===== config.mk =====
export PLATFORM = sky130hd
export DESIGN_NAME = automatic_semicolon_and_block_scanner_top
export DESIGN_NICKNAME = d
export VERILOG_FILES = /design/src/rtl/core/asbs_pkg.sv /design/src/rtl/core/asbs_front.sv /design/src/rtl/core/asbs_queue.sv /design/src/rtl/core/asbs_back.sv /design/src/rtl/core/automatic_semicolon_and_block_scanner_top.sv
export SDC_FILE = /design/constraint.sdc
export NUM_CORES = 1
export LEC_CHECK = 0
export BUFFER_PORTS_ARGS = -buffer_cell sky130_fd_sc_hd__buf_2
export CELL_PAD_IN_SITES_DETAIL_PLACEMENT = 1
export CELL_PAD_IN_SITES_GLOBAL_PLACEMENT = 1
export CORE_MARGIN = 8
export CORE_UTILIZATION = 46
export CTS_CLUSTER_DIAMETER = 80
export DETAILED_ROUTE_END_ITERATION = 12
export PLACE_DENSITY_LB_ADDON = 0.1
export SYNTH_ARGS = -nofsm -noshare
export SYNTH_HDL_FRONTEND = slang
export SYNTH_SLANG_ARGS = --single-unit

===== constraint.sdc =====
create_clock -name clk -period 4.3 [get_ports clk]
set_input_delay 0.215 -clock clk [delete_from_list [all_inputs] [get_ports clk]]
set_output_delay 0.215 -clock clk [all_outputs]
set_load 0.05 [all_outputs]

===== src/rtl/core/asbs_pkg.sv =====
package asbs_pkg;

    localparam int CP_W       = 21;
    localparam int S_TDATA_W  = 24;
    localparam int S_TUSER_W  = 4;
    localparam int M_TDATA_W  = 8;
    localparam int Q_DEPTH    = 4;
    localparam int Q_AW       = $clog2(Q_DEPTH);
    localparam int Q_CW       = $clog2(Q_DEPTH + 1);

    localparam logic [1:0] MODE_SEMI  = 2'd0;
    localparam logic [1:0] MODE_BLOCK = 2'd1;

    localparam logic KIND_SEMI  = 1'b0;
    localparam logic KIND_BLOCK = 1'b1;

    localparam logic [CP_W-1:0] CH_NUL    = 21'h00;
    localparam logic [CP_W-1:0] CH_TAB    = 21'h09;
    localparam logic [CP_W-1:0] CH_LF     = 21'h0A;
    localparam logic [CP_W-1:0] CH_CR     = 21'h0D;
    localparam logic [CP_W-1:0] CH_SPACE  = 21'h20;
    localparam logic [CP_W-1:0] CH_BANG   = 21'h21;
    localparam logic [CP_W-1:0] CH_DQUOTE = 21'h22;
    localparam logic [CP_W-1:0] CH_PCT    = 21'h25;
    localparam logic [CP_W-1:0] CH_AMP    = 21'h26;
    localparam logic [CP_W-1:0] CH_LPAREN = 21'h28;
    localparam logic [CP_W-1:0] CH_STAR   = 21'h2A;
    localparam logic [CP_W-1:0] CH_PLUS   = 21'h2B;
    localparam logic [CP_W-1:0] CH_COMMA  = 21'h2C;
    localparam logic [CP_W-1:0] CH_MINUS  = 21'h2D;
    localparam logic [CP_W-1:0] CH_DOT    = 21'h2E;
    localparam logic [CP_W-1:0] CH_SLASH  = 21'h2F;
    localparam logic [CP_W-1:0] CH_DIG0   = 21'h30;
    localparam logic [CP_W-1:0] CH_DIG9   = 21'h39;
    localparam logic [CP_W-1:0] CH_COLON  = 21'h3A;
    localparam logic [CP_W-1:0] CH_SEMI   = 21'h3B;
    localparam logic [CP_W-1:0] CH_LT     = 21'h3C;
    localparam logic [CP_W-1:0] CH_EQUAL  = 21'h3D;
    localparam logic [CP_W-1:0] CH_GT     = 21'h3E;
    localparam logic [CP_W-1:0] CH_QUEST  = 21'h3F;
    localparam logic [CP_W-1:0] CH_UP_A   = 21'h41;
    localparam logic [CP_W-1:0] CH_UP_Z   = 21'h5A;
    localparam logic [CP_W-1:0] CH_LBRACK = 21'h5B;
    localparam logic [CP_W-1:0] CH_BSLASH = 21'h5C;
    localparam logic [CP_W-1:0] CH_CARET  = 21'h5E;
    localparam logic [CP_W-1:0] CH_USCORE = 21'h5F;
    localparam logic [CP_W-1:0] CH_LO_A   = 21'h61;
    localparam logic [CP_W-1:0] CH_LO_I   = 21'h69;
    localparam logic [CP_W-1:0] CH_LO_N   = 21'h6E;
    localparam logic [CP_W-1:0] CH_LO_S   = 21'h73;
    localparam logic [CP_W-1:0] CH_LO_Z   = 21'h7A;
    localparam logic [CP_W-1:0] CH_LBRACE = 21'h7B;
    localparam logic [CP_W-1:0] CH_PIPE   = 21'h7C;
    localparam logic [CP_W-1:0] CH_RBRACE = 21'h7D;

    typedef enum logic [4:0] {
        CLS_ZERO,
        CLS_RBRACE,
        CLS_LBRACE,
        CLS_NEWLINE,
        CLS_SPACE,
        CLS_SEMI,
        CLS_DQUOTE,
        CLS_BSLASH,
        CLS_SLASH,
        CLS_STAR,
        CLS_PLUS,
        CLS_MINUS,
        CLS_BANG,
        CLS_EQUAL,
        CLS_PUNCT,
        CLS_LET_I,
        CLS_LET_A,
        CLS_LET_N,
        CLS_LET_S,
        CLS_IDENT,
        CLS_OTHER
    } char_class_t;

    typedef enum logic [4:0] {
        PH_IDLE,
        PH_PRE,
        PH_POSTWS,
        PH_SLASH,
        PH_PLUS,
        PH_MINUS,
        PH_BANG,
        PH_I,
        PH_A,
        PH_IN,
        PH_AS,
        PH_BWS,
        PH_BSLASH,
        PH_BLINE,
        PH_BBLOCK,
        PH_BSTAR,
        PH_BDISP,
        PH_BSTR,
        PH_BESC
    } phase_t;

    typedef struct packed {
        logic        start;
        logic [1:0]  mode;
        char_class_t cls;
        logic        range_start;
    } item_t;

    typedef struct packed {
        phase_t phase;
        logic   done;
        logic   found;
    } step_t;

endpackage


===== src/rtl/core/asbs_front.sv =====
module asbs_front (
    input  logic                           s_axis_tvalid,
    output logic                           s_axis_tready,
    input  logic [asbs_pkg::S_TDATA_W-1:0] s_axis_tdata,
    input  logic [asbs_pkg::S_TUSER_W-1:0] s_axis_tuser,
    output logic                           push_valid,
    input  logic                           push_ready,
    output asbs_pkg::item_t                push_item
);
    import asbs_pkg::*;

    function automatic char_class_t classify(input logic [CP_W-1:0] c);
        char_class_t r;
        begin
            r = CLS_OTHER;
            priority if (c == CH_NUL)
                r = CLS_ZERO;
            else if (c == CH_RBRACE)
                r = CLS_RBRACE;
            else if (c == CH_LBRACE)
                r = CLS_LBRACE;
            else if (c == CH_LF)
                r = CLS_NEWLINE;
            else if (c == CH_SPACE || (c >= CH_TAB && c <= CH_CR))
                r = CLS_SPACE;
            else if (c == CH_SEMI)
                r = CLS_SEMI;
            else if (c == CH_DQUOTE)
                r = CLS_DQUOTE;
            else if (c == CH_BSLASH)
                r = CLS_BSLASH;
            else if (c == CH_SLASH)
                r = CLS_SLASH;
            else if (c == CH_STAR)
                r = CLS_STAR;
            else if (c == CH_PLUS)
                r = CLS_PLUS;
            else if (c == CH_MINUS)
                r = CLS_MINUS;
            else if (c == CH_BANG)
                r = CLS_BANG;
            else if (c == CH_EQUAL)
                r = CLS_EQUAL;
            else if (c == CH_COMMA || c == CH_DOT || c == CH_COLON || c == CH_PCT ||
                     c == CH_GT || c == CH_LT || c == CH_LBRACK || c == CH_LPAREN ||
                     c == CH_QUEST || c == CH_CARET || c == CH_PIPE || c == CH_AMP)
                r = CLS_PUNCT;
            else if (c == CH_LO_I)
                r = CLS_LET_I;
            else if (c == CH_LO_A)
                r = CLS_LET_A;
            else if (c == CH_LO_N)
                r = CLS_LET_N;
            else if (c == CH_LO_S)
                r = CLS_LET_S;
            else if ((c >= CH_LO_A && c <= CH_LO_Z) || (c >= CH_UP_A && c <= CH_UP_Z) ||
                     (c >= CH_DIG0 && c <= CH_DIG9) || c == CH_USCORE)
                r = CLS_IDENT;
            else
                r = CLS_OTHER;
            return r;
        end
    endfunction

    assign s_axis_tready = push_ready;
    assign push_valid    = s_axis_tvalid;

    always_comb
    begin
        push_item.start       = s_axis_tuser[0];
        push_item.mode        = s_axis_tuser[2:1];
        push_item.range_start = s_axis_tuser[3];
        push_item.cls         = classify(s_axis_tdata[CP_W-1:0]);
    end

endmodule


===== src/rtl/core/asbs_queue.sv =====
module asbs_queue (
    input  logic            clk,
    input  logic            rst_n,
    input  logic            push_valid,
    output logic            push_ready,
    input  asbs_pkg::item_t push_item,
    output logic            pop_valid,
    input  logic            pop_ready,
    output asbs_pkg::item_t pop_item
);
    import asbs_pkg::*;

    item_t             slot_reg [Q_DEPTH];
    logic [Q_AW-1:0]   wr_ptr_reg;
    logic [Q_AW-1:0]   wr_ptr_next;
    logic [Q_AW-1:0]   rd_ptr_reg;
    logic [Q_AW-1:0]   rd_ptr_next;
    logic [Q_CW-1:0]   count_reg;
    logic [Q_CW-1:0]   count_next;
    logic              do_push;
    logic              do_pop;

    assign push_ready = (count_reg != Q_CW'(Q_DEPTH));
    assign pop_valid  = (count_reg != '0);
    assign pop_item   = slot_reg[rd_ptr_reg];
    assign do_push    = push_valid && push_ready;
    assign do_pop     = pop_valid && pop_ready;

    always_comb
    begin
        wr_ptr_next = do_push ? wr_ptr_reg + 1'b1 : wr_ptr_reg;
        rd_ptr_next = do_pop ? rd_ptr_reg + 1'b1 : rd_ptr_reg;
        count_next  = count_reg + Q_CW'(do_push) - Q_CW'(do_pop);
    end

    always_ff @(posedge clk or negedge rst_n)
    begin
        if (!rst_n)
        begin
            wr_ptr_reg <= '0;
            rd_ptr_reg <= '0;
            count_reg  <= '0;
        end
        else
        begin
            wr_ptr_reg <= wr_ptr_next;
            rd_ptr_reg <= rd_ptr_next;
            count_reg  <= count_next;
        end
    end

    always_ff @(posedge clk)
    begin
        if (do_push)
        begin
            slot_reg[wr_ptr_reg] <= push_item;
        end
    end

endmodule


===== src/rtl/core/asbs_back.sv =====
module asbs_back (
    input  logic                           clk,
    input  logic                           rst_n,
    input  logic                           pop_valid,
    output logic                           pop_ready,
    input  asbs_pkg::item_t                pop_item,
    output logic                           m_axis_tvalid,
    input  logic                           m_axis_tready,
    output logic [asbs_pkg::M_TDATA_W-1:0] m_axis_tdata,
    output logic                           m_axis_tuser
);
    import asbs_pkg::*;

    phase_t phase_reg;
    phase_t phase_next;
    logic   kind_reg;
    logic   kind_next;
    logic   out_valid_reg;
    logic   out_valid_next;
    logic   out_found_reg;
    logic   out_found_next;
    logic   out_kind_reg;
    logic   out_kind_next;
    logic   take;
    logic   emit;
    logic   emit_found;
    step_t  st;
    phase_t cur;

    function automatic step_t mk(input phase_t p, input logic d, input logic f);
        step_t s;
        begin
            s.phase = p;
            s.done  = d;
            s.found = f;
            return s;
        end
    endfunction

    function automatic step_t bdisp(input char_class_t c);
        step_t s;
        begin
            unique case (c)
                CLS_DQUOTE: s = mk(PH_BSTR, 1'b0, 1'b0);
                CLS_LBRACE: s = mk(PH_IDLE, 1'b1, 1'b0);
                CLS_RBRACE,
                CLS_SEMI,
                CLS_ZERO:   s = mk(PH_IDLE, 1'b1, 1'b1);
                default:    s = mk(PH_BWS, 1'b0, 1'b0);
            endcase
            return s;
        end
    endfunction

    function automatic step_t bws(input char_class_t c);
        step_t s;
        begin
            unique case (c)
                CLS_SPACE,
                CLS_NEWLINE: s = mk(PH_BWS, 1'b0, 1'b0);
                CLS_SLASH:   s = mk(PH_BSLASH, 1'b0, 1'b0);
                default:     s = bdisp(c);
            endcase
            return s;
        end
    endfunction

    function automatic step_t bblock(input char_class_t c);
        step_t s;
        begin
            unique case (c)
                CLS_ZERO: s = bws(c);
                CLS_STAR: s = mk(PH_BSTAR, 1'b0, 1'b0);
                default:  s = mk(PH_BBLOCK, 1'b0, 1'b0);
            endcase
            return s;
        end
    endfunction

    function automatic step_t bstr(input char_class_t c);
        step_t s;
        begin
            unique case (c)
                CLS_ZERO:   s = bdisp(c);
                CLS_BSLASH: s = mk(PH_BESC, 1'b0, 1'b0);
                CLS_DQUOTE: s = mk(PH_BDISP, 1'b0, 1'b0);
                default:    s = mk(PH_BSTR, 1'b0, 1'b0);
            endcase
            return s;
        end
    endfunction

    assign take      = !out_valid_reg || m_axis_tready;
    assign pop_ready = take;

    // Next phase and decision for the item at the head of the queue.
    always_comb
    begin
        cur       = phase_reg;
        kind_next = kind_reg;
        st        = mk(phase_reg, 1'b0, 1'b0);
        if (pop_item.start)
        begin
            kind_next = (pop_item.mode == MODE_BLOCK) ? KIND_BLOCK : KIND_SEMI;
            if (pop_item.mode == MODE_SEMI)
                cur = PH_PRE;
            else if (pop_item.mode == MODE_BLOCK)
                cur = PH_BWS;
            else
                cur = PH_IDLE;
        end
        unique case (cur)
            PH_IDLE:
            begin
                st = mk(PH_IDLE, pop_item.start, 1'b0);
            end
            PH_PRE:
            begin
                if (pop_item.cls == CLS_ZERO || pop_item.cls == CLS_RBRACE ||
                    pop_item.range_start)
                    st = mk(PH_IDLE, 1'b1, 1'b1);
                else if (pop_item.cls == CLS_NEWLINE)
                    st = mk(PH_POSTWS, 1'b0, 1'b0);
                else if (pop_item.cls == CLS_SPACE)
                    st = mk(PH_PRE, 1'b0, 1'b0);
                else
                    st = mk(PH_IDLE, 1'b1, 1'b0);
            end
            PH_POSTWS:
            begin
                unique case (pop_item.cls)
                    CLS_SPACE,
                    CLS_NEWLINE: st = mk(PH_POSTWS, 1'b0, 1'b0);
                    CLS_PUNCT,
                    CLS_SEMI,
                    CLS_STAR,
                    CLS_EQUAL:   st = mk(PH_IDLE, 1'b1, 1'b0);
                    CLS_SLASH:   st = mk(PH_SLASH, 1'b0, 1'b0);
                    CLS_PLUS:    st = mk(PH_PLUS, 1'b0, 1'b0);
                    CLS_MINUS:   st = mk(PH_MINUS, 1'b0, 1'b0);
                    CLS_BANG:    st = mk(PH_BANG, 1'b0, 1'b0);
                    CLS_LET_I:   st = mk(PH_I, 1'b0, 1'b0);
                    CLS_LET_A:   st = mk(PH_A, 1'b0, 1'b0);
                    default:     st = mk(PH_IDLE, 1'b1, 1'b1);
                endcase
            end
            PH_SLASH:
            begin
                st = mk(PH_IDLE, 1'b1,
                        pop_item.cls == CLS_SLASH || pop_item.cls == CLS_STAR);
            end
            PH_PLUS:
            begin
                st = mk(PH_IDLE, 1'b1, pop_item.cls == CLS_PLUS);
            end
            PH_MINUS:
            begin
                st = mk(PH_IDLE, 1'b1, pop_item.cls == CLS_MINUS);
            end
            PH_BANG:
            begin
                st = mk(PH_IDLE, 1'b1, pop_item.cls != CLS_EQUAL);
            end
            PH_I:
            begin
                if (pop_item.cls == CLS_LET_N)
                    st = mk(PH_IN, 1'b0, 1'b0);
                else
                    st = mk(PH_IDLE, 1'b1, 1'b1);
            end
            PH_A:
            begin
                if (pop_item.cls == CLS_LET_S)
                    st = mk(PH_AS, 1'b0, 1'b0);
                else
                    st = mk(PH_IDLE, 1'b1, 1'b1);
            end
            PH_IN,
            PH_AS:
            begin
                st = mk(PH_IDLE, 1'b1,
                        pop_item.cls == CLS_LET_I || pop_item.cls == CLS_LET_A ||
                        pop_item.cls == CLS_LET_N || pop_item.cls == CLS_LET_S ||
                        pop_item.cls == CLS_IDENT);
            end
            PH_BWS:
            begin
                st = bws(pop_item.cls);
            end
            PH_BSLASH:
            begin
                if (pop_item.cls == CLS_SLASH)
                    st = mk(PH_BLINE, 1'b0, 1'b0);
                else if (pop_item.cls == CLS_STAR)
                    st = mk(PH_BBLOCK, 1'b0, 1'b0);
                else
                    st = bws(pop_item.cls);
            end
            PH_BLINE:
            begin
                if (pop_item.cls == CLS_ZERO || pop_item.cls == CLS_NEWLINE)
                    st = bws(pop_item.cls);
                else
                    st = mk(PH_BLINE, 1'b0, 1'b0);
            end
            PH_BBLOCK:
            begin
                st = bblock(pop_item.cls);
            end
            PH_BSTAR:
            begin
                if (pop_item.cls == CLS_SLASH)
                    st = mk(PH_BWS, 1'b0, 1'b0);
                else
                    st = bblock(pop_item.cls);
            end
            PH_BDISP:
            begin
                st = bdisp(pop_item.cls);
            end
            PH_BSTR:
            begin
                st = bstr(pop_item.cls);
            end
            PH_BESC:
            begin
                if (pop_item.cls == CLS_DQUOTE)
                    st = mk(PH_BSTR, 1'b0, 1'b0);
                else
                    st = bstr(pop_item.cls);
            end
            default:
            begin
                st = mk(PH_IDLE, 1'b1, 1'b1);
            end
        endcase
        phase_next = st.phase;
    end

    // Result register loading.
    always_comb
    begin
        emit           = pop_valid && take && st.done;
        emit_found     = st.found;
        out_valid_next = out_valid_reg && !m_axis_tready;
        out_found_next = out_found_reg;
        out_kind_next  = out_kind_reg;
        if (emit)
        begin
            out_valid_next = 1'b1;
            out_found_next = emit_found;
            out_kind_next  = kind_next;
        end
    end

    always_ff @(posedge clk or negedge rst_n)
    begin
        if (!rst_n)
        begin
            phase_reg     <= PH_IDLE;
            kind_reg      <= KIND_SEMI;
            out_valid_reg <= 1'b0;
        end
        else
        begin
            out_valid_reg <= out_valid_next;
            if (pop_valid && take)
            begin
                phase_reg <= phase_next;
                kind_reg  <= kind_next;
            end
        end
    end

    always_ff @(posedge clk)
    begin
        out_found_reg <= out_found_next;
        out_kind_reg  <= out_kind_next;
    end

    assign m_axis_tvalid = out_valid_reg;
    assign m_axis_tdata  = {{(M_TDATA_W-1){1'b0}}, out_found_reg};
    assign m_axis_tuser  = out_kind_reg;

endmodule


===== src/rtl/core/automatic_semicolon_and_block_scanner_top.sv =====
// Scanner that decides whether a semicolon or an empty block is implied in source text.
// The slave channel carries one code point per beat; a beat with the start flag set opens
// a new scan, and its mode field selects a semicolon scan, a block scan or neither.
// Code point zero stands for the end of the input. Each scan ends in exactly one beat on
// the master channel, carrying the decision and the kind of token; a start beat asking for
// neither answers at once with a negative decision. A start beat during a running scan
// abandons that scan silently, and beats outside any scan are dropped.
// A beat is classified in the front end on acceptance and written into a four-entry queue;
// while the output register is free or read, the back end takes one queued beat per cycle
// through the scan state machine into that register. A deciding beat passes a queue slot
// and then the output register; with tready high one beat per cycle is sustained both ways.
// When the receiver stalls, the result is held in the output register and the queue keeps
// taking beats until it is full, at which point tready on the slave side drops.
// Reset returns the scan to idle, empties the queue and clears the output valid.
module automatic_semicolon_and_block_scanner_top (
    input  logic                           clk,
    input  logic                           rst_n,
    input  logic                           s_axis_tvalid,
    output logic                           s_axis_tready,
    input  logic [asbs_pkg::S_TDATA_W-1:0] s_axis_tdata,  // code_point, zero padding
    input  logic [asbs_pkg::S_TUSER_W-1:0] s_axis_tuser,  // start_req, mode, at_range_start
    output logic                           m_axis_tvalid,
    input  logic                           m_axis_tready,
    output logic [asbs_pkg::M_TDATA_W-1:0] m_axis_tdata,  // found, zero padding
    output logic                           m_axis_tuser   // token_kind
);
    import asbs_pkg::*;

    logic  push_valid;
    logic  push_ready;
    item_t push_item;
    logic  pop_valid;
    logic  pop_ready;
    item_t pop_item;

    asbs_front u_front (
        .s_axis_tvalid (s_axis_tvalid),
        .s_axis_tready (s_axis_tready),
        .s_axis_tdata  (s_axis_tdata),
        .s_axis_tuser  (s_axis_tuser),
        .push_valid    (push_valid),
        .push_ready    (push_ready),
        .push_item     (push_item)
    );

    asbs_queue u_queue (
        .clk        (clk),
        .rst_n      (rst_n),
        .push_valid (push_valid),
        .push_ready (push_ready),
        .push_item  (push_item),
        .pop_valid  (pop_valid),
        .pop_ready  (pop_ready),
        .pop_item   (pop_item)
    );

    asbs_back u_back (
        .clk           (clk),
        .rst_n         (rst_n),
        .pop_valid     (pop_valid),
        .pop_ready     (pop_ready),
        .pop_item      (pop_item),
        .m_axis_tvalid (m_axis_tvalid),
        .m_axis_tready (m_axis_tready),
        .m_axis_tdata  (m_axis_tdata),
        .m_axis_tuser  (m_axis_tuser)
    );

endmodule


==> out/metrics.cfg, run 1 <==
[run_status]
status=finished, final reports clean

[grt]
met1_usage=0.257
grt.busiest_layer=met2
grt_max_degree=26
gr-usage-met3=0.0334
grt_use_total=0.200
grt_pass1_wl_um=19000
grt_overflow_total=0
grt_pass1_vias=3659
antenna_found_initial=0
grt_use_met2=0.330

[routing]
drt_wl_total_um=11700
viasPerCell=6.39
antenna_left=0
vias=3562
wl_per_cell_um=21.1
post-route-drc-count=0
drt_first_iter_violations=122
drt-pass1-iter-count=4

[timing]
skew_ns=0.0122
setup_viol=0
post-route-min-period_ns=3.52
rsz0062_at_grt=no
holdWs_ns=0.113
relSlewSlack=0.416
drv_slew=0
fin_setup_tns_ns=0
max_freq_mhz=284
period_share=0.819
hold_viol_final=0
worst_slew_pin_slew_ns=0.867

[clock_tree]
clkLatencyLatePin_ns=0.32
post_cts_buffers=0
hold_buffers=1
clockBufferDepth=2
ctsResizeCount=0
cts_buffers=5
cts-htree-levels=2
ctsRootBufferMaster=clkbuf_8
cts.sinks=52
cts_tree=done
clkTransAtPathRegs_ns=0.11

[finish]
nets=492
area_growth_pct=6.13
largest_register_ffs=36
ff_latch_area_um2=1490
drive_above_1_share=0.149
final_area_um2=4310
layoutNonFillerInstCount=557
diodes=0
nFillCells=1025
multiInputGateArea_um2=2320

[synthesis]
synth_most_common_cell=edfxtp_1
synth.avg_cell_area_um2=9.25
ys_seq_area_frac=0.367
ys_seq_elements=52
yosysWarnings=0
ys_async_sr_fraction=0.269
synthTopCellsByArea=edfxtp_1, dfrtp_1, mux4_2
syn_inst=439
ys.flop_type=edfxtp_1
synth-edff-count=38
synth_top_area_share=0.281
synth_top_area_cell=edfxtp_1
syn_area_um2=4060
synth.distinct_cells=75
yosys-top-cells-count=edfxtp_1, nor2_1, nand2_1, clkbuf_1

[placed_design]
place_area_um2=4200
hpwlAfterDp_um=8660
gp_congestion=0.892
portBuffers=32
placed_cells=548

[power]
comb_power_share=0.606
seq_power_share=0.290
p_switching_mw=1.51
clockPowerShare=0.104
p_leak_nw=1.55
peakVddDrop_mv=0.364
p_per_area_nw_per_um2=685
netSwitchingFraction=0.511
intPower_mw=1.44

[floorplanning]
die_w_um=110
start_util=0.470
core-area_um2=8640
die_h_um=110
die_area_um2=12100
fp-row-count=34
pin_count=43

[worst_setup_path]
critical_path_class=reg2reg
cp_data_required_time_ns=4.30
arrival_ns=3.52
end_kind=flip-flop
crit_path_max_fanout=10
start_kind=flip-flop

[worst_hold_path]
hold_class=in2reg

[run]
drv_cap=0

-- per-layer routing --
metal / wire (um) / vias to the layer above
met5: 0 / -
li1: - / 1673
met2: 5770 / 91
met4: 306 / 0
met1: 5110 / 1772
met3: 542 / 26
-- placed cells by master (no fill, tap or decap), types with 4 or more instances in the layout --
| cell | n |
|---|---|
| nand2_1 | 27 |
| nand2b_1 | 11 |
| conb_1 | 7 |
| mux4_2 | 8 |
| a2111oi_0 | 4 |
| ha_1 | 11 |
| nor4_1 | 16 |
| o21ai_1 | 4 |
| edfxtp_1 | 38 |
| mux2i_1 | 6 |
| nand3b_1 | 4 |
| buf_2 | 32 |
| o21ai_0 | 18 |
| a31oi_1 | 12 |
| buf_4 | 4 |
| o22ai_1 | 7 |
| xnor2_1 | 6 |
| clkbuf_8 | 5 |
| nor2_1 | 36 |
| or4_1 | 5 |
| and3_1 | 7 |
| a32oi_1 | 4 |
| nand4_1 | 9 |
| o211ai_1 | 4 |
| xor2_1 | 7 |
| or3_1 | 9 |
| nand3_1 | 14 |
| a21oi_1 | 18 |
| nor3_1 | 11 |
| nor2b_1 | 8 |
| inv_1 | 17 |
| dfrtp_1 | 14 |
-- power groups by stage --
stage | sequential (mW) | clock (mW) | combinational, mW
2_1_floorplan | 0.795 | 0 | 1.39
3_3_place_gp | 0.855 | 0 | 1.73
3_5_place_dp | 0.867 | 0 | 1.76
4_1_cts | 0.856 | 0.313 | 1.77
5_1_grt | 0.879 | 0.328 | 1.95
6_report | 0.855 | 0.306 | 1.79
-- worst max-delay path: stages (launching register included) --
cell,delay (ns)
dfrtp_1,0.46
mux4_1,0.65
inv_1,0.17
ha_1,0.39
inv_1,0.19
nor4_1,0.60
o21ai_0,0.20
nand4_1,0.16
a31oi_1,0.08
a21boi_1,0.31
-- area by class of cell --
cell class | instances | area share
multi-input cells | 335 | 0.539
clock buffers | 5 | 0.0160
clock inverters | 3 | 0.00639
inverters | 17 | 0.0148
well taps | 108 | 0.0314
flip-flops and latches | 52 | 0.346
repair buffers | 37 | 0.0465
-- final timing paths --
| check | to | start | cells past startpoint | slack [ns] |
|---|---|---|---|---|
| worst max-delay path | u_back.out_found_reg | u_queue.rd_ptr_reg[0] | 9 | 0.78 |
| worst min-delay path | u_queue.slot_reg[2][7] | s_axis_tuser[2] | 1 | 0.11 |
| worst max register to register | u_back.out_found_reg | u_queue.rd_ptr_reg[0] | 9 | 0.78 |
| worst min register to register | u_back.kind_reg | u_back.kind_reg | 2 | 0.54 |
| max in group asynchronous | u_queue.rd_ptr_reg[1] | rst_n | 2 | 3.67 |
| min in group asynchronous | u_back.phase_reg[2] | rst_n | 2 | 0.33 |
-- cell families (layout without fill, tap and decap cells) --
group / count (synthesis) / after routing / share of synthesized area
AO/OA/AOI/OAI: 107 / 107 / 0.180
XOR/XNOR: 13 / 13 / 0.0281
adder cells (fa/ha/maj): 12 / 12 / 0.0388
buffers and inverters: 58 / 62 / 0.0663
flip-flops: 52 / 52 / 0.367
multiplexers: 16 / 16 / 0.0721
other: 1 / 7 / 0.000924
AND/OR/NAND/NOR: 180 / 180 / 0.246
-- per-stage QoR --
step	power (mW)	setup slack [ns]	util
after floorplan	2.18	1.12	-
after global placement	2.58	0.955	0.487
after detailed placement	2.63	0.825	0.487
after CTS	2.94	0.832	0.499
after global routing	3.16	0.439	0.499
final	2.95	0.780	0.499
Power figures use the tool's default switching activity.
==> run 2: changes to the inputs <==
- ABC_AREA: unset -> 1
- CORE_UTILIZATION: 46 -> 44
- clock period: 4.3 -> 3.6 ns (I/O delays scaled with it)
==> out/metrics.cfg, run 2 <==
[floorplanning]
die_h_um=114  ; was 110 um
core-area_um2=9550  ; was 8640 um2
fp-row-count=36  ; was 34
die_area_um2=13000  ; was 12100 um2
die_w_um=114  ; was 110 um
start_util=0.444  ; was 0.470
pin_count=43  ; unchanged

[clock_tree]
ctsRootBufferMaster=clkbuf_8  ; unchanged
clkTransAtPathRegs_ns=0.10  ; was 0.11 ns
cts.sinks=52  ; unchanged
cts_buffers=5  ; unchanged
clkLatencyLatePin_ns=0.31  ; was 0.32 ns
cts_tree=done  ; unchanged
clockBufferDepth=2  ; unchanged
cts-htree-levels=2  ; unchanged

[routing]
drt_wl_total_um=12300  ; was 11700 um
viasPerCell=5.25  ; was 6.39
antenna_left=0  ; unchanged
post-route-drc-count=0  ; unchanged
drt_first_iter_violations=180  ; was 122
wl_per_cell_um=16.1  ; was 21.1 um
vias=3998  ; was 3562
drt-pass1-iter-count=4  ; unchanged

[worst_setup_path]
cp_data_required_time_ns=3.63  ; was 4.30 ns
crit_path_max_fanout=18  ; was 10
start_kind=flip-flop  ; unchanged
critical_path_class=reg2reg  ; unchanged
arrival_ns=3.34  ; was 3.52 ns
crit_chain=inv_2 -> nand2_1 -> a32oi_1 -> inv_1 -> ha_1 -> nand2_2 -> nor2_2 -> inv_2 -> nand2_2 -> inv_2 -> nand2_1 -> nand2_1 -> nand2_1 -> nor2_1 -> nand2_1 -> nor2_1 -> nand3_1 -> nand2_1 -> inv_1  ; was mux4_1 -> inv_1 -> ha_1 -> inv_1 -> nor4_1 -> o21ai_0 -> nand4_1 -> a31oi_1 -> a21boi_1
cpMostUsedCell=nand2_1  ; was inv_1
slowest_stage=dfrtp_1  ; was mux4_1
end_kind=flip-flop  ; unchanged
critPathMaxStageDelay_ns=0.64  ; was 0.65 ns

[synthesis]
ys.flop_type=edfxtp_1  ; unchanged
ys_seq_elements=52  ; unchanged
syn_area_um2=4240  ; was 4060 um2
synth_top_area_cell=edfxtp_1  ; unchanged
synth.avg_cell_area_um2=7.12  ; was 9.25 um2
synth.distinct_cells=46  ; was 75
synthTopCellsByArea=edfxtp_1, nand2_1, dfrtp_1  ; was edfxtp_1, dfrtp_1, mux4_2
yosys-top-cells-count=nand2_1, nor2_1, inv_1, nand3_1, edfxtp_1  ; was edfxtp_1, nor2_1, nand2_1, clkbuf_1
synth_most_common_cell=nand2_1  ; was edfxtp_1
synth-edff-count=38  ; unchanged
ys_seq_area_frac=0.352  ; was 0.367
synth_top_area_share=0.269  ; was 0.281
ys_async_sr_fraction=0.269  ; unchanged
yosysWarnings=0  ; unchanged
syn_inst=596  ; was 439

[run]
drv_cap=0  ; unchanged

[placed_design]
portBuffers=32  ; unchanged
placed_cells=752  ; was 548
hpwlAfterDp_um=9990  ; was 8660 um
gp_congestion=0.931  ; was 0.892

[timing]
hold_viol_final=0  ; unchanged
drv_slew=0  ; unchanged
relSlewSlack=0.368  ; was 0.416
fin_setup_tns_ns=0  ; unchanged
worst_slew_pin_slew_ns=0.944  ; was 0.867 ns
period_share=0.919  ; was 0.819
rsz0062_at_grt=no  ; unchanged
skew_ns=0.00546  ; was 0.0122 ns
setup_viol=0  ; unchanged
max_freq_mhz=302  ; was 284 MHz
post-route-min-period_ns=3.31  ; was 3.52 ns

[power]
p_switching_mw=1.89  ; was 1.51 mW
p_leak_nw=2.19  ; was 1.55 nW
p_per_area_nw_per_um2=773  ; was 685 nW/um2
clockPowerShare=0.117  ; was 0.104
netSwitchingFraction=0.535  ; was 0.511
comb_power_share=0.623  ; was 0.606
intPower_mw=1.65  ; was 1.44 mW
seq_power_share=0.260  ; was 0.290
peakVddDrop_mv=0.267  ; was 0.364 mV

[worst_hold_path]
hold_class=in2reg  ; unchanged

[grt]
grt_use_total=0.196  ; was 0.200
antenna_found_initial=0  ; unchanged
grt_pass1_vias=4309  ; was 3659
grt_pass1_wl_um=20600  ; was 19000 um
grt_max_degree=19  ; was 26
grt_overflow_total=0  ; unchanged

[finish]
diodes=0  ; unchanged
area_growth_pct=8.08  ; was 6.13%
layoutNonFillerInstCount=761  ; was 557
final_common_cell=nand2_1  ; was edfxtp_1
drive_above_1_share=0.170  ; was 0.149
nets=671  ; was 492
nFillCells=1283  ; was 1025
layout_common_cells=nand2_1, nor2_1, inv_1, nand3_1, edfxtp_1  ; was edfxtp_1, nor2_1, buf_2, nand2_1
largest_register_ffs=36  ; unchanged

[run_status]
status=finished, final reports clean  ; unchanged

## run 2: cell count changes after synthesis, sizes merged, moves of 15 or more
| cell | change |
|---|---|
| clkbuf | -23 |
| inv | +72 |
| nand2 | +148 |
| nand3 | +38 |
| nor2 | +58 |
| nor4 | -15 |
## run 2: kinds of logic (layout without fill, tap and decap cells)
family | Yosys count | after routing | synth area share
compound gates | 67 | 67 | 0.0959
xor+xnor | 4 | 4 | 0.00826
fa+ha+maj | 12 | 12 | 0.0372
buf+inv | 107 | 133 | 0.117
flops | 52 | 52 | 0.352
other cells | 1 | 7 | 0.000884
simple gates | 353 | 353 | 0.390
## run 2: worst max-delay path, delay by kind of cell (launching register included)
| family | cells | cell delay (ns) |
|---|---|---|
| buf+inv | 5 | 0.72 |
| simple gates | 12 | 1.25 |
| fa+ha+maj | 1 | 0.26 |
| compound gates | 1 | 0.15 |
| flops | 1 | 0.64 |
## run 2: power by group through the flow
stage	combinational [mW]	sequential, mW	clock (mW)
after floorplan	1.72	0.921	0
after global placement	2.11	0.922	0
after detailed placement	2.19	0.935	0
after CTS	2.20	0.922	0.422
after global routing	2.45	0.937	0.442
final	2.21	0.920	0.416
## run 2: metal layers
layer	share of wire	up-vias	routed length, um	track usage
met3	0.029	20	358	0.0269
met5	0	-	0	0
met4	0.024	0	293	0.0736
li1	-	1982	-	-
met2	0.51	74	6200	0.357
met1	0.44	1922	5400	0.227
## run 2: final timing paths
kind,from,endpoint,slack [ns],cells after the start
setup / recovery,u_queue.rd_ptr_reg[0],u_back.m_axis_tuser,0.29,19
hold / removal,s_axis_tuser[2],u_queue.slot_reg[2][7],0.07,1
setup reg to reg,u_queue.rd_ptr_reg[0],u_back.m_axis_tuser,0.29,19
hold reg to reg,u_back.phase_reg[1],u_back.phase_reg[1],0.52,2
max in group asynchronous,rst_n,u_queue.rd_ptr_reg[0],3.07,2
min in group asynchronous,rst_n,u_back.phase_reg[4],0.29,2
## run 2: area by class of cell
type                            count  area, um2  area share
Clock buffer                        6       72.6      0.0158
Clock inverter                      2       38.8     0.00846
Inverter                           89        337      0.0734
Multi-Input combinational cell    443       2290       0.499
Sequential cell                    52       1490       0.325
Tap cell                          133        166      0.0363
Timing Repair Buffer               36        193      0.0420
## run 2: stage by stage
stage | setup WS (ns) | hold slack [ns] | utilization | area [um2] | total power [mW]
floorplan | 1.05 | -0.116 | - | 4260 | 2.64
global placement | 0.455 | 0.0954 | 0.467 | 4460 | 3.03
detailed placement | 0.302 | 0.0960 | 0.467 | 4460 | 3.12
CTS | 0.250 | 0.0641 | 0.479 | 4580 | 3.55
global route | 0.0269 | 0.0648 | 0.480 | 4580 | 3.83
finish | 0.293 | 0.0736 | 0.480 | 4580 | 3.54
## run 2: timing repair
item                       in CTS  in global routing
buffers inserted                0                  0
resized for setup               0                  1
setup endpoints to repair       0                  2
hold buffers                    1                  0
hold endpoints to repair       14                  0
==> run 3: changes to the inputs <==
==> constraint.sdc (replaced) <==
create_clock -name clk -period 3.6 [get_ports clk]
set_input_delay 0.72 -clock clk [delete_from_list [all_inputs] [get_ports clk]]
set_output_delay 0.72 -clock clk [all_outputs]
set_load 0.05 [all_outputs]
==> out/metrics.cfg, run 3 (synthesis results as in run 2) <==
[run_status]
status=finished, final reports clean  ; unchanged

[routing]
antenna_left=0  ; unchanged
post-route-drc-count=0  ; unchanged
wl_per_cell_um=16.2  ; was 16.1 um
drt_first_iter_violations=182  ; was 180
drt-pass1-iter-count=4  ; unchanged
vias=3966  ; was 3998
drt_wl_total_um=12300  ; about the same
viasPerCell=5.22  ; was 5.25

[finish]
area_growth_pct=7.55  ; was 8.08%
nets=670  ; was 671
final_util=0.478  ; was 0.480
diodes=0  ; unchanged
largest_register_ffs=36  ; unchanged
layout_common_cells=nand2_1, nor2_1, inv_1, nand3_1, edfxtp_1  ; unchanged
layoutNonFillerInstCount=760  ; was 761
drive_above_1_share=0.174  ; was 0.170
final_common_cell=nand2_1  ; unchanged

[grt]
grt.busiest_layer=met2  ; unchanged
met1_usage=0.231  ; was 0.227
grt_overflow_total=0  ; unchanged
grt_pass1_wl_um=20600  ; about the same
grt_use_total=0.195  ; was 0.196
grt_max_degree=19  ; unchanged
gr-usage-met3=0.0248  ; was 0.0269
grt_use_met2=0.358  ; was 0.357
grt_pass1_vias=4214  ; was 4309
antenna_found_initial=0  ; unchanged

[power]
p_switching_mw=1.90  ; was 1.89 mW
clockPowerShare=0.103  ; was 0.117
peakVddDrop_mv=0.298  ; was 0.267 mV
comb_power_share=0.632  ; was 0.623
intPower_mw=1.58  ; was 1.65 mW
netSwitchingFraction=0.546  ; was 0.535
seq_power_share=0.265  ; was 0.260
p_leak_nw=2.17  ; was 2.19 nW
p_per_area_nw_per_um2=763  ; was 773 nW/um2

[worst_setup_path]
cp_data_required_time_ns=3.63  ; about the same
start_kind=flip-flop  ; unchanged
critical_path_class=reg2reg  ; unchanged
crit_path_max_fanout=18  ; unchanged
arrival_ns=3.25  ; was 3.34 ns
end_kind=flip-flop  ; unchanged

[timing]
relSlewSlack=0.361  ; was 0.368
max_freq_mhz=311  ; was 302 MHz
post-route-min-period_ns=3.22  ; was 3.31 ns
drv_slew=0  ; unchanged
rsz0062_at_grt=no  ; unchanged
fin_setup_tns_ns=0  ; unchanged
worst_slew_pin_slew_ns=0.954  ; was 0.944 ns
setup_slack_ns=0.382  ; was 0.293 ns
period_share=0.894  ; was 0.919
hold_viol_final=0  ; unchanged
holdWs_ns=0.295  ; was 0.0736 ns
setup_viol=0  ; unchanged
skew_ns=0.00851  ; was 0.00546 ns

[floorplanning]
die_h_um=114  ; unchanged
die_w_um=114  ; unchanged
core-area_um2=9550  ; unchanged
pin_count=43  ; unchanged
start_util=0.444  ; unchanged
fp-row-count=36  ; unchanged
die_area_um2=13000  ; unchanged

[placed_design]
hpwlAfterDp_um=9910  ; was 9990 um
gp_congestion=0.926  ; was 0.931
placed_cells=752  ; unchanged
portBuffers=32  ; unchanged
post-place-ws_ns=0.316  ; was 0.302 ns

[clock_tree]
clkTransAtPathRegs_ns=0.10  ; about the same
ctsRootBufferMaster=clkbuf_8  ; unchanged
cts_buffers=5  ; unchanged
post_cts_buffers=0  ; unchanged
cts-htree-levels=2  ; unchanged
cts_tree=done  ; unchanged
ctsResizeCount=0  ; unchanged
hold_buffers=0  ; was 1
clkLatencyLatePin_ns=0.31  ; about the same
clockBufferDepth=2  ; unchanged
cts.sinks=52  ; unchanged

[worst_hold_path]
hold_class=in2async  ; was in2reg

[run]
drv_cap=0  ; unchanged

==> run 3: area by class of cell <==
type	instances	area, um2
fillers	1265	4990
multi-input cells	443	2290
flip-flops and latches	52	1490
inverters	89	338
repair buffers	35	183
well taps	133	166
clock buffers	5	68.8
clock inverters	3	27.5
==> run 3: per-layer routing <==
metal,vias up,part of all wire
met5,-,0
met4,0,0.019
met3,14,0.022
met2,61,0.51
met1,1908,0.45
li1,1983,-
==> run 3: power groups by stage <==
| stage | sequential [mW] | combinational (mW) | clock (mW) |
|---|---|---|---|
| finish | 0.922 | 2.20 | 0.357 |
| global placement | 0.922 | 2.11 | 0 |
| detailed placement | 0.934 | 2.19 | 0 |
| CTS | 0.921 | 2.20 | 0.365 |
| floorplan | 0.921 | 1.72 | 0 |
| global route | 0.939 | 2.46 | 0.384 |
==> run 3: final timing paths <==
kind	startpoint	to	slack [ns]	depth (start not counted)
setup / recovery	u_queue.rd_ptr_reg[0]	u_back.m_axis_tuser	0.38	19
hold / removal	rst_n	u_queue.count_reg[0]	0.30	1
setup reg to reg	u_queue.rd_ptr_reg[0]	u_back.m_axis_tuser	0.38	19
hold reg to reg	u_back.phase_reg[1]	u_back.phase_reg[1]	0.54	2
max in group asynchronous	rst_n	u_queue.rd_ptr_reg[0]	3.04	1
min in group clk	u_back.phase_reg[1]	u_back.phase_reg[1]	0.54	2
==> run 3: stage by stage <==
step | instance area [um2] | power (mW)
CTS | 4550 | 3.49
detailed placement | 4460 | 3.12
floorplan | 4260 | 2.64
global placement | 4460 | 3.03
finish | 4560 | 3.48
global route | 4560 | 3.78
==> run 3: critical path, cell delays in order (launching register included) <==
cell and delay [ns]:
dfrtp_2 0.52, clkinv_2 0.29, nand2_1 0.15, a32oi_1 0.16, inv_1 0.19, ha_1 0.26, nand2_2 0.10, nor2_2 0.41
inv_2 0.11, nand2_2 0.12, inv_2 0.04, nand2_1 0.06, nand2_1 0.06, nand2_1 0.08, nor2_1 0.04, nand2_1 0.05
nor2_1 0.05, nand3_1 0.09, nand2_1 0.08, inv_1 0.09
